`config.mk`:
```
export PLATFORM = sky130hd
export DESIGN_NAME = c8ie_ctrl
export DESIGN_NICKNAME = d
export VERILOG_FILES = /design/src/rtl/c8ie_pkg.sv /design/src/rtl/c8ie_ctrl.sv
export SDC_FILE = /design/constraint.sdc
export NUM_CORES = 1
export LEC_CHECK = 0
export BUFFER_PORTS_ARGS = -buffer_cell sky130_fd_sc_hd__buf_2
export CORE_AREA = 8 8 45 47
export DETAILED_ROUTE_END_ITERATION = 16
export DIE_AREA = 0 0 53 55
export GPL_TIMING_DRIVEN = 0
export PLACE_DENSITY = 0.68
export SLEW_MARGIN = 20
export SYNTH_ARGS = -nofsm -noshare
export SYNTH_HDL_FRONTEND = slang
export SYNTH_SLANG_ARGS = --single-unit
export TNS_END_PERCENT = 30
```
`constraint.sdc`:
```
create_clock -name i_clk -period 3.8 [get_ports i_clk]
set_clock_uncertainty 0.05 [all_clocks]
set_input_delay 0 -clock i_clk [delete_from_list [all_inputs] [get_ports i_clk]]
set_output_delay 0 -clock i_clk [all_outputs]
set_load 0.005 [all_outputs]
```
`src/rtl/c8ie_pkg.sv`:
```
// Package of shared types and constants for the CHIP-8 execution core.
package c8ie_pkg;

    // Sizes of the data memory and the return stack
    localparam int MEM_DEPTH   = 4096;
    localparam int STACK_DEPTH = 16;

    // Configuration register indexes
    localparam logic [1:0] REG_START_PC  = 2'd0;
    localparam logic [1:0] REG_FONT_BASE = 2'd1;
    localparam logic [1:0] REG_FONT_ROWS = 2'd2;

    // Datapath commands from the controller
    typedef enum logic [3:0] {
        CMD_NONE,
        CMD_CAPTURE,
        CMD_EXEC,
        CMD_MEM_WRITE,
        CMD_BCD_STEP,
        CMD_STORE_STEP,
        CMD_LOAD_ADDR,
        CMD_LOAD_STEP,
        CMD_FINISH
    } t_cmd;

    // Status from the datapath back to the controller
    typedef struct packed {
        logic is_write;
        logic is_bcd;
        logic is_store;
        logic is_load;
        logic last_step;
    } t_status;

    // Input item
    typedef struct packed {
        logic        mode;
        logic [15:0] opcode;
        logic [15:0] key_state;
        logic [7:0]  random_byte;
        logic [11:0] mem_address;
        logic [7:0]  mem_data;
    } t_in_item;

    // Result item
    typedef struct packed {
        logic [11:0] next_pc;
        logic [15:0] index_value;
        logic        clear_request;
        logic        draw_request;
        logic [7:0]  draw_x;
        logic [7:0]  draw_y;
        logic [3:0]  draw_rows;
        logic        wait_key;
        logic [3:0]  wait_target;
        logic [7:0]  delay_value;
        logic [7:0]  sound_value;
    } t_out_item;

endpackage

```
`src/rtl/c8ie_ctrl.sv`:
```
// Controller state machine sequencing each item through the datapath.
module c8ie_ctrl (
    input  logic            i_clk,
    input  logic            i_rst_n,
    input  logic            i_in_valid,
    output logic            o_in_ready,
    output logic            o_out_valid,
    input  logic            i_out_ready,
    input  c8ie_pkg::t_status i_status,
    output c8ie_pkg::t_cmd    o_cmd
);
    import c8ie_pkg::*;

    typedef enum logic [6:0] {
        ST_IDLE  = 7'b0000001,
        ST_EXEC  = 7'b0000010,
        ST_BCD   = 7'b0000100,
        ST_STORE = 7'b0001000,
        ST_LADDR = 7'b0010000,
        ST_LDATA = 7'b0100000,
        ST_DONE  = 7'b1000000
    } t_state;

    t_state r_state, n_state;
    logic   r_out_valid, n_out_valid;

    // The result register may be taken while the next item is waiting.
    assign o_in_ready  = (r_state == ST_IDLE) && !r_out_valid;
    assign o_out_valid = r_out_valid;

    // Next state and command decode
    always_comb begin
        n_state     = r_state;
        n_out_valid = r_out_valid && !i_out_ready;
        o_cmd       = CMD_NONE;
        unique case (r_state)
            ST_IDLE: begin
                if (i_in_valid && o_in_ready) begin
                    o_cmd   = CMD_CAPTURE;
                    n_state = ST_EXEC;
                end
            end
            ST_EXEC: begin
                if (i_status.is_write) begin
                    o_cmd   = CMD_MEM_WRITE;
                    n_state = ST_DONE;
                end else if (i_status.is_bcd) begin
                    n_state = ST_BCD;
                end else if (i_status.is_store) begin
                    n_state = ST_STORE;
                end else if (i_status.is_load) begin
                    n_state = ST_LADDR;
                end else begin
                    o_cmd   = CMD_EXEC;
                    n_state = ST_DONE;
                end
            end
            ST_BCD: begin
                o_cmd = CMD_BCD_STEP;
                if (i_status.last_step) n_state = ST_DONE;
            end
            ST_STORE: begin
                o_cmd = CMD_STORE_STEP;
                if (i_status.last_step) n_state = ST_DONE;
            end
            ST_LADDR: begin
                o_cmd   = CMD_LOAD_ADDR;
                n_state = ST_LDATA;
            end
            ST_LDATA: begin
                o_cmd   = CMD_LOAD_STEP;
                n_state = i_status.last_step ? ST_DONE : ST_LADDR;
            end
            ST_DONE: begin
                o_cmd       = CMD_FINISH;
                n_out_valid = 1'b1;
                n_state     = ST_IDLE;
            end
            default: n_state = ST_IDLE;
        endcase
    end

    always_ff @(posedge i_clk) begin
        if (!i_rst_n) begin
            r_state     <= ST_IDLE;
            r_out_valid <= 1'b0;
        end else begin
            r_state     <= n_state;
            r_out_valid <= n_out_valid;
        end
    end

    // An item is only taken when no result is pending.
    a_no_accept_pending: assert property (@(posedge i_clk) disable iff (!i_rst_n)
        r_out_valid |-> !o_in_ready) else $error("accept with pending result");
    // A finished item always raises the result valid.
    a_done_valid: assert property (@(posedge i_clk) disable iff (!i_rst_n)
        (r_state == ST_DONE) |=> r_out_valid) else $error("result not raised");
    // Work starts only from an accepted item.
    a_capture: assert property (@(posedge i_clk) disable iff (!i_rst_n)
        (r_state == ST_EXEC) |-> $past(i_in_valid && o_in_ready))
        else $error("execution without item");
endmodule

```
==> results of run 1 <==
## critical path, cell delays in order (launching register included)
cell and delay (ns):
dfxtp_1 0.31, buf_6 0.13, or3_4 0.40, nor3_2 0.16, nand3b_1 0.23, nand3_1 0.14
buf_2 0.12
## flip-flops by register name (all words and copies together), names as in the netlist
name         flops
r_state          7
o_out_valid      1
## timing repair
action | 4_1_cts | 5_1_grt
gates resized for setup | 0 | 0
hold buffers | 3 | 0
endpoints found under the hold margin | 4 | 0
## through the flow
step                utilization (%)  hold WS (ns)  std cells  area (um2)
CTS                            52.7       0.00183        108         729
global placement               48.9         0.194        102         677
finish                         52.7        0.0150        108         729
global route                   52.7        0.0154        108         729
floorplan                         -        0.0675         72         587
detailed placement             48.9         0.199        102         677
## power groups by stage
stage | Combinational (W) | Sequential (W) | Clock (W)
5_1_grt | 0.0000654 | 0.0000878 | 0.0000710
3_3_place_gp | 0.0000557 | 0.0000895 | 0
4_1_cts | 0.0000592 | 0.0000878 | 0.0000659
2_1_floorplan | 0.0000398 | 0.0000893 | 0
3_5_place_dp | 0.0000564 | 0.0000896 | 0
6_report | 0.0000588 | 0.0000878 | 0.0000626
## cell families after synthesis
logic type / count (synthesis) / share of synthesized area [%]
flops: 8 / 27.3
buf+inv: 7 / 7.68
xor+xnor: 2 / 2.99
compound gates: 18 / 22.4
simple gates: 37 / 39.7
## routing by layer
metal,vias to the layer above,part of all wire (%)
li1,310,-
met1,273,46
met2,11,46
met3,2,6.7
met4,0,0.59
met5,-,0
## cell usage in the layout (no fill, tap or decap), types with 2 or more instances in the layout
cell           count
dfxtp_1            8
nor3_1             3
buf_6              2
a21o_2             2
buf_2             17
nor2b_1            2
nand3b_1           3
nor2_1             9
o21ai_0            4
nor4_1             2
inv_1              2
a21oi_1            3
dlygate4sd3_1      3
nand2_1            4
clkbuf_4           3
nand3_1            3
## worst paths after layout
path / start / endpoint / slack (ns)
worst min register to register: r_state[6] / r_state[1] / 0.51
worst min-delay path: i_status[2] / r_state[4] / 0.01
worst max-delay path: r_state[6] / o_cmd[1] / 2.02
worst max register to register: r_state[6] / r_state[0] / 2.06
## cells in the mapped netlist, types with 2 or more instances
cell      number  share of area [%]
dfxtp_1        8                 27
nand2_1        4                2.6
o21ai_0        4                3.4
a21oi_1        3                2.6
nor2_1         9                5.8
a21o_2         2                3.0
nand3b_1       3                3.8
nor3_1         3                2.6
buf_6          2                3.8
nor4_1         2                2.1
nor2b_1        2                2.1
buf_2          3                2.6
inv_1          2                1.3
nand3_1        3                2.6
## area by class of cell
cell class              count  area [um2]
fillers                   140         654
multi-input cells          57         382
flip-flops and latches      8         160
repair buffers             17         100
plain buffers               5        37.5
clock buffers               3        22.5
well taps                  16        20.0
inverters                   2        7.51
==> metrics.md, run 1 <==
| Metric | Value |
|---|---|
| Worst setup margin | `approximately 2.0 ns` |
| RSZ-0062 raised after global routing | `false` |
| Die height | `between 50 and 60 um` |
| Die W | `53 um` |
| DRC errors left | `0` |
| TritonCTS clock tree | `built` |
| Net count after synthesis | `81` |
| Mapped Cells | `between 70 and 80` |
| Final Hold Fails | `0` |
| Skew-Pair Late Insertion Delay | `approximately 0.25 ns` |
| Antenna diode count | `0` |
| Synthesized area per cell | `~8 um2` |
| Layout cells sized above 1 | `33.7%` |
| Max Slew Vio Count | `0` |
| Rel. slew slack | `73.9%` |
| CP Data Required Time | `3.75 ns` |
| Asr flop ratio synth | `0%` |
| Root Buffer | `clkbuf_4` |
| F_max | `0.560 GHz` |
| Switching power | `just under 0.00006 W` |
| Met1 usage | `about 11%` |
| Yosys Warn Count | `0` |
| Total power draw | `roughly 0.00021 W` |
| Area of the core | `between 1000 and 1500 um2` |
| Pint | `roughly 0.00015 W` |
| Antenna-violating nets left | `0` |
| Sw Share | `between 20% and 30%` |
| Setup_tns | `0 ns` |
| Vias | `596` |
| CTS Sinks | `8` |
| Post-DP HPWL | `between 1 and 1.5 mm` |
| Met2 usage | `between 10% and 20%` |
| Detailed Route Iter0 Violations | `7` |
| Largest net degree at the start of global routing | `11` |
| Seq/Total Area, Yosys | `27.3%` |
| CTS buffer count | `3` |
| Hold path cells | `4` |
| Row count | `14` |
| Actual slew at the worst max-slew pin | `around 0.4 ns` |
| M3 GR Usage | `between 4 and 5%` |
| EDFF count, synth | `0` |
| Largest buffer count on any clock path | `2` |
| Vias in the first global route | `about 580` |
| Synth cell types | `36` |
| Combinational share of power | `about 28%` |
| Post-Route WL | `approximately 1.4 mm` |
| Grt ovf | `0` |
| Starting Density | `a little over two fifths` |
| Share of power burned in registers | `a little over two fifths` |
| Type of element capturing the critical path | `output pin` |
| Status | `complete, no violations` |
| Syn-to-layout area delta | `24.3%` |
| PwrDens | `around 290 nW/um2` |
| Critical Path AT | `about 1.7 ns` |
| Postcts setup bufs | `0` |
| Main synth FF type | `dfxtp_1` |
| Post-Syn Area | `587 um2` |
| Final period util | `roughly 47%` |
| Peak VDD IR | `0.195 mV` |
| Endpoints failing setup | `0` |
| Min-delay worst type | `in -> reg` |
| Leak pwr | `~0.30 nW` |
| Startpoint Class | `flip-flop` |
| Maxcap violations | `0` |
| Clock-pin slew on the worst setup and hold paths | `about 0.05 ns` |
| First-pass GRT wire length | `2.30 mm` |
| Setup WS pre-CTS | `approximately 2.1 ns` |
| Most crowded layer after global routing | `met2` |
| R2R depth | `5` |
| Gpl congestion | `about 0.73` |
| Fin crit period | `1.78 ns` |
| # IOs | `15` |
| Crit Path Max Fanout | `8` |
| GRT Resource Usage Total | `approximately a tenth` |
| Initial antenna violation count | `0` |
| Power share of the clock group | `roughly 30%` |
| Yosys reg bits | `8` |
| Drt pass-1 iters | `4` |
| Via/cell ratio | `between 5 and 6` |
| Full die area | `just under 3000 um2` |
| Critical path class | `reg -> out` |
| Fin nets | `just over 100` |
| Max H-tree Level | `1` |
| DR WL/cell | `between 10 and 15 um` |
| Port bufs | `14` |
(Power assumes the default switching activity.)
==> run 2, diff against run 1 <==
- clock period: 3.8 -> 1.7 ns (I/O delays scaled with it)
==> run 2 against run 1 <==
Effect of this change:
- combinational power increased by 150%
- sequential share of layout area decreased by 0.16 points
- cell count increased by 3.7%
- core utilization increased by 3.7 points
- critical path depth decreased by 1
- setup slack got worse by 2.0 ns
- clock power increased by 120%
- global-route usage increased by 0.55 points
- sequential power increased by 120%
- first-iteration DRC count increased by 71%
- die area unchanged
- via count increased by 4.7%
- largest cell class unchanged
==> metrics.md, run 2 (synthesized netlist as in run 1, its figures left out) <==
| Metric | Value |
|---|---|
| Slowest CP cell | `or3_4` |
| Post-DP HPWL | `~1.1 mm` |
| Total power draw | `~0.00048 W` |
| CP Data Required Time | `~1.8 ns` |
| Critical path class | `reg -> reg` |
| Leak pwr | `around 0.33 nW` |
| R2R Path End | `r_state[3]` |
| Final Hold Fails | `0` |
| Max Slew Vio Count | `0` |
| CP cell instances | `or3_4, nor3_4, nand3b_1, buf_4, a221oi_2` |
| Largest net degree at the start of global routing | `11` |
| Final period util | `a little over nine tenths` |
| Max H-tree Level | `1` |
| Die W | `53 um` |
| Post-Route WL | `~1.5 mm` |
| Syn-to-layout area delta | `33.0%` |
| Commonest non-fill, non-tap cells in the layout | `buf_2, nor2_1, buf_4` |
| CP delay by family, top | `simple AND/OR/NAND/NOR gates` |
| DR WL/cell | `~13 um` |
| Max FFs per register | `7` |
| Layout cells sized above 1 | `42.7%` |
| Rel. slew slack | `about 81%` |
| Reg area | `between 150 and 200 um2` |
| Most common cell after layout, fill and taps aside | `buf_2` |
| Fill cells | `around 130` |
| # IOs | `15` |
| Clock-pin slew on the worst setup and hold paths | `0.05 ns` |
| Worst Hold Launch | `i_status[0]` |
| Final Util | `a little under three fifths` |
| Endpoints failing setup | `0` |
| Via/cell ratio | `about 5.6` |
| Largest buffer count on any clock path | `2` |
| F_max | `between 0.6 and 0.7 GHz` |
| Crit Path Max Fanout | `6` |
| RR Startpoint | `r_state[2]` |
| Vias in the first global route | `591` |
| Initial antenna violation count | `0` |
| TritonCTS clock tree | `built` |
| Status | `complete, no violations` |
| Critical Path AT | `between 1.5 and 2 ns` |
| Area of the core | `about 1400 um2` |
| Root Buffer | `clkbuf_4` |
| Port bufs | `14` |
| Antenna diode count | `0` |
| Area of the multi-input gates | `roughly 400 um2` |
| RSZ-0062 raised after global routing | `true` |
| DRC errors left | `0` |
| CTS Sinks | `8` |
| Hold path cells | `4` |
| Die height | `about 55 um` |
| PwrDens | `between 600 and 700 nW/um2` |
| Worst Hold End | `r_state[4]` |
| Startpoint Class | `flip-flop` |
| Full die area | `slightly below 3000 um2` |
| Starting Density | `42.4%` |
| Fin crit period | `1.64 ns` |
| Skew-Pair Late Insertion Delay | `between 0.2 and 0.3 ns` |
| Vias | `~620` |
| GRT Resource Usage Total | `~11%` |
| Final hold slack | `approximately 0.017 ns` |
| Min-delay worst type | `in -> reg` |
| Actual slew at the worst max-slew pin | `a little under 0.3 ns` |
| Peak VDD IR | `about 0.42 mV` |
| Reg2reg setup slack | `just under 0.06 ns` |
| Drt pass-1 iters | `4` |
| Fin nets | `approximately 110` |
| CTS buffer count | `3` |
| Antenna-violating nets left | `0` |
| Detailed Route Iter0 Violations | `12` |
| Row count | `14` |
| R2R depth | `5` |
| Type of element capturing the critical path | `flip-flop` |
| Bufs and invs on worst path | `1` |
| Maxcap violations | `0` |
| Top reg by flops | `r_state` |
| Slowest stage delay, CP | `a little over 0.4 ns` |
| First-pass GRT wire length | `around 2.4 mm` |
| Grt ovf | `0` |
| Gpl congestion | `0.732` |
run 2: worst max-delay path by stage:
stage	from	endpoint	slack, ns	cells past startpoint
final	r_state[2]	r_state[3]	0.06	5
after global routing	r_state[4]	o_in_ready	-0.02	4
after CTS	r_state[3]	r_state[3]	-0.004	5
after detailed placement	r_state[6]	r_state[0]	-0.03	5
after global placement	r_state[6]	r_state[0]	-0.04	5
after floorplan	r_state[6]	r_state[0]	0.10	5
run 2: where the power goes:
| group | leakage (nW) | internal (W) | switching (W) | total [W] |
|---|---|---|---|---|
| Clock | 0.0138 | 0.0000804 | 0.0000592 | 0.000140 |
| Sequential | 0.0676 | 0.000191 | 0.00000267 | 0.000194 |
| Combinational | 0.245 | 0.0000714 | 0.0000746 | 0.000146 |
| Total | 0.327 | 0.000343 | 0.000136 | 0.000480 |
run 2: what timing repair did:
action,4_1_cts,5_1_grt
resized for setup,8,4
hold endpoints to repair,4,0
hold buffers,4,0
pin swaps,8,6
buffers inserted,4,1
endpoints found under the setup margin,4,7
run 2: metal layers:
| metal | GRT usage (%) | wire length (um) |
|---|---|---|
| met5 | 0 | 0 |
| met4 | 4.74 | 12 |
| met3 | 4.28 | 108 |
| met2 | 18.6 | 718 |
| met1 | 11.4 | 612 |
run 2: final cells by class:
cell class                      count  share of cell area [%]
Inverter                            2                   0.962
Tap cell                           16                    2.56
Buffer                              3                    1.92
Clock buffer                        3                    2.88
Multi-Input combinational cell     57                    51.0
Sequential cell                     8                    21.8
Timing Repair Buffer               23                    18.9
run 2: worst register-to-register path: cells and delay by family (launching register included):
| kind | cells | cell delay [ns] |
|---|---|---|
| AND/OR/NAND/NOR | 3 | 0.73 |
| AO/OA/AOI/OAI | 1 | 0.22 |
| flip-flops | 1 | 0.36 |
| buffers and inverters | 1 | 0.19 |
run 2: metrics by stage:
| stage | instances | TNS, ns | worst slack, ns | area, um2 |
|---|---|---|---|---|
| floorplan | 72 | 0 | 0.101 | 587 |
| global placement | 102 | -0.0352 | -0.0352 | 677 |
| detailed placement | 102 | -0.0348 | -0.0348 | 677 |
| CTS | 111 | -0.00403 | -0.00403 | 763 |
| global route | 112 | -0.0284 | -0.0164 | 781 |
| finish | 112 | 0 | 0.0592 | 781 |
==> run 3, diff against run 2 <==
- HOLD_SLACK_MARGIN: unset -> 0.03
- clock period: 1.7 -> 2 ns (I/O delays scaled with it)
==> run 3 against run 2 <==
Effect of this change:
- fmax down 14%
- core utilization down 0.27 points
- wire length down 4.1%
- cell count unchanged
- sequential share of layout area down 1.2 points
- die area unchanged
- critical path type unchanged
- power down 16%
- largest cell class unchanged
- critical path depth unchanged
- clock-buffer cell count unchanged
==> metrics.md, run 3 (synthesized netlist as in run 1, its figures left out) <==
| Metric | Value |
|---|---|
| Top reg by flops | `r_state` |
| TritonCTS clock tree | `built` |
| Antenna-violating nets left | `0` |
| Final Util | `between 50% and 60%` |
| Full die area | `about 3000 um2` |
| Critical Path AT | `a little over 2 ns` |
| Most common cell after layout, fill and taps aside | `buf_2` |
| Maxcap violations | `0` |
| Min-delay worst type | `in -> reg` |
| Vias in the first global route | `around 590` |
| CTS Sinks | `8` |
| Port bufs | `14` |
| CTS buffer count | `3` |
| F_max | `between 0.5 and 0.6 GHz` |
| Initial antenna violation count | `0` |
| Vias | `610` |
| Detailed Route Iter0 Violations | `8` |
| Syn-to-layout area delta | `32.4%` |
| Rel. slew slack | `75.2%` |
| Layout cells sized above 1 | `between 30% and 40%` |
| Final Hold Fails | `0` |
| Postcts setup bufs | `0` |
| Setup_tns | `0 ns` |
| Via/cell ratio | `around 5.4` |
| Fill cells | `between 100 and 150` |
| Actual slew at the worst max-slew pin | `between 0.3 and 0.4 ns` |
| CP cell instances | `buf_6, or4_4, nor2_2, o21a_1, dlygate4sd3_1` |
| Skew-Pair Late Insertion Delay | `approximately 0.25 ns` |
| Clock-pin slew on the worst setup and hold paths | `0.05 ns` |
| Starting Density | `a little over two fifths` |
| # IOs | `15` |
| Grt ovf | `0` |
| Largest buffer count on any clock path | `2` |
| Fin nets | `around 110` |
| Slowest CP cell | `or4_4` |
| Max H-tree Level | `1` |
| Type of element capturing the critical path | `flip-flop` |
| Startpoint Class | `flip-flop` |
| Root Buffer | `clkbuf_4` |
| Die W | `approximately 53 um` |
| Die height | `~55 um` |
| Fin crit period | `between 1.5 and 2 ns` |
| Crit Path Max Fanout | `10` |
| RSZ-0062 raised after global routing | `false` |
| DR WL/cell | `12.4 um` |
| Peak VDD IR | `between 0.3 and 0.4 mV` |
| First-pass GRT wire length | `2.39 mm` |
| Worst setup margin | `0.0950 ns` |
| CP Data Required Time | `about 2.1 ns` |
| Critical path class | `reg -> reg` |
| Slowest stage delay, CP | `0.57 ns` |
| Gpl congestion | `between 0.7 and 0.8` |
| Max FFs per register | `7` |
| Antenna diode count | `0` |
| DRC errors left | `0` |
| PwrDens | `516 nW/um2` |
| Post-DP HPWL | `around 1.1 mm` |
| Drt pass-1 iters | `3` |
| Row count | `14` |
| Setup WS pre-CTS | `around 0.27 ns` |
| Endpoints failing setup | `0` |
| Commonest non-fill, non-tap cells in the layout | `buf_2, nor2_1, dfxtp_1` |
| Post-Route WL | `between 1 and 1.5 mm` |
| Total power draw | `roughly 0.00040 W` |
| Area of the core | `~1400 um2` |
| Hold path cells | `4` |
| Max Slew Vio Count | `0` |
| Leak pwr | `roughly 0.32 nW` |
| Final period util | `95.2%` |
| Largest net degree at the start of global routing | `11` |
| Status | `complete, no violations` |
| R2R depth | `5` |
| GRT Resource Usage Total | `a little over a tenth` |
[run 3: power by group]
part	leakage, nW	total, W	switching, W	internal [W]
Clock	0.0138	0.000119	0.0000506	0.0000684
Combinational	0.242	0.000115	0.0000603	0.0000548
Sequential	0.0649	0.000167	0.00000164	0.000165
Total	0.321	0.000401	0.000113	0.000288
[run 3: timing repair]
item	CTS	global route
hold endpoints to repair	5	0
hold buffers	7	0
gates resized for setup	0	2
endpoints found under the setup margin	0	2
[run 3: metrics by stage]
stage	cell area (um2)	std cells	hold slack, ns
6_report	777	112	0.119
3_5_place_dp	677	102	0.199
4_1_cts	769	112	0.110
3_3_place_gp	677	102	0.194
5_1_grt	777	112	0.133
2_1_floorplan	587	72	0.0675
[run 3: worst max-delay path: cells and delay by family (launching register included)]
kind	cells	cell delay, ns
buffers and inverters	2	0.66
DFF	1	0.30
AOI/OAI and AO/OA	1	0.12
and+or+nand+nor	2	0.70
[run 3: final cells by class]
class	count	area (um2)	share of cell area, %
clock buffer	3	22.5	2.90
tap	16	20.0	2.58
multi-input combinational	57	389	50.1
inverter	2	7.51	0.966
timing repair buffer	21	140	18.0
sequential	8	160	20.6
buffer	5	37.5	4.83
[run 3: path summary, 6_finish.rpt]
path | from | endpoint | slack (ns)
worst min-delay path | i_in_valid | r_state[1] | 0.12
worst max register to register | r_state[4] | o_out_valid | 0.1
worst min register to register | r_state[6] | r_state[1] | 0.51
worst max-delay path | r_state[4] | o_out_valid | 0.1
[run 3: routing by layer]
metal	routed length [um]	up-vias	GRT usage (%)
met2	663	9	17.6
met1	624	282	11.6
met5	0	-	0
met4	8	0	4.74
li1	-	317	-
met3	96	2	4.28
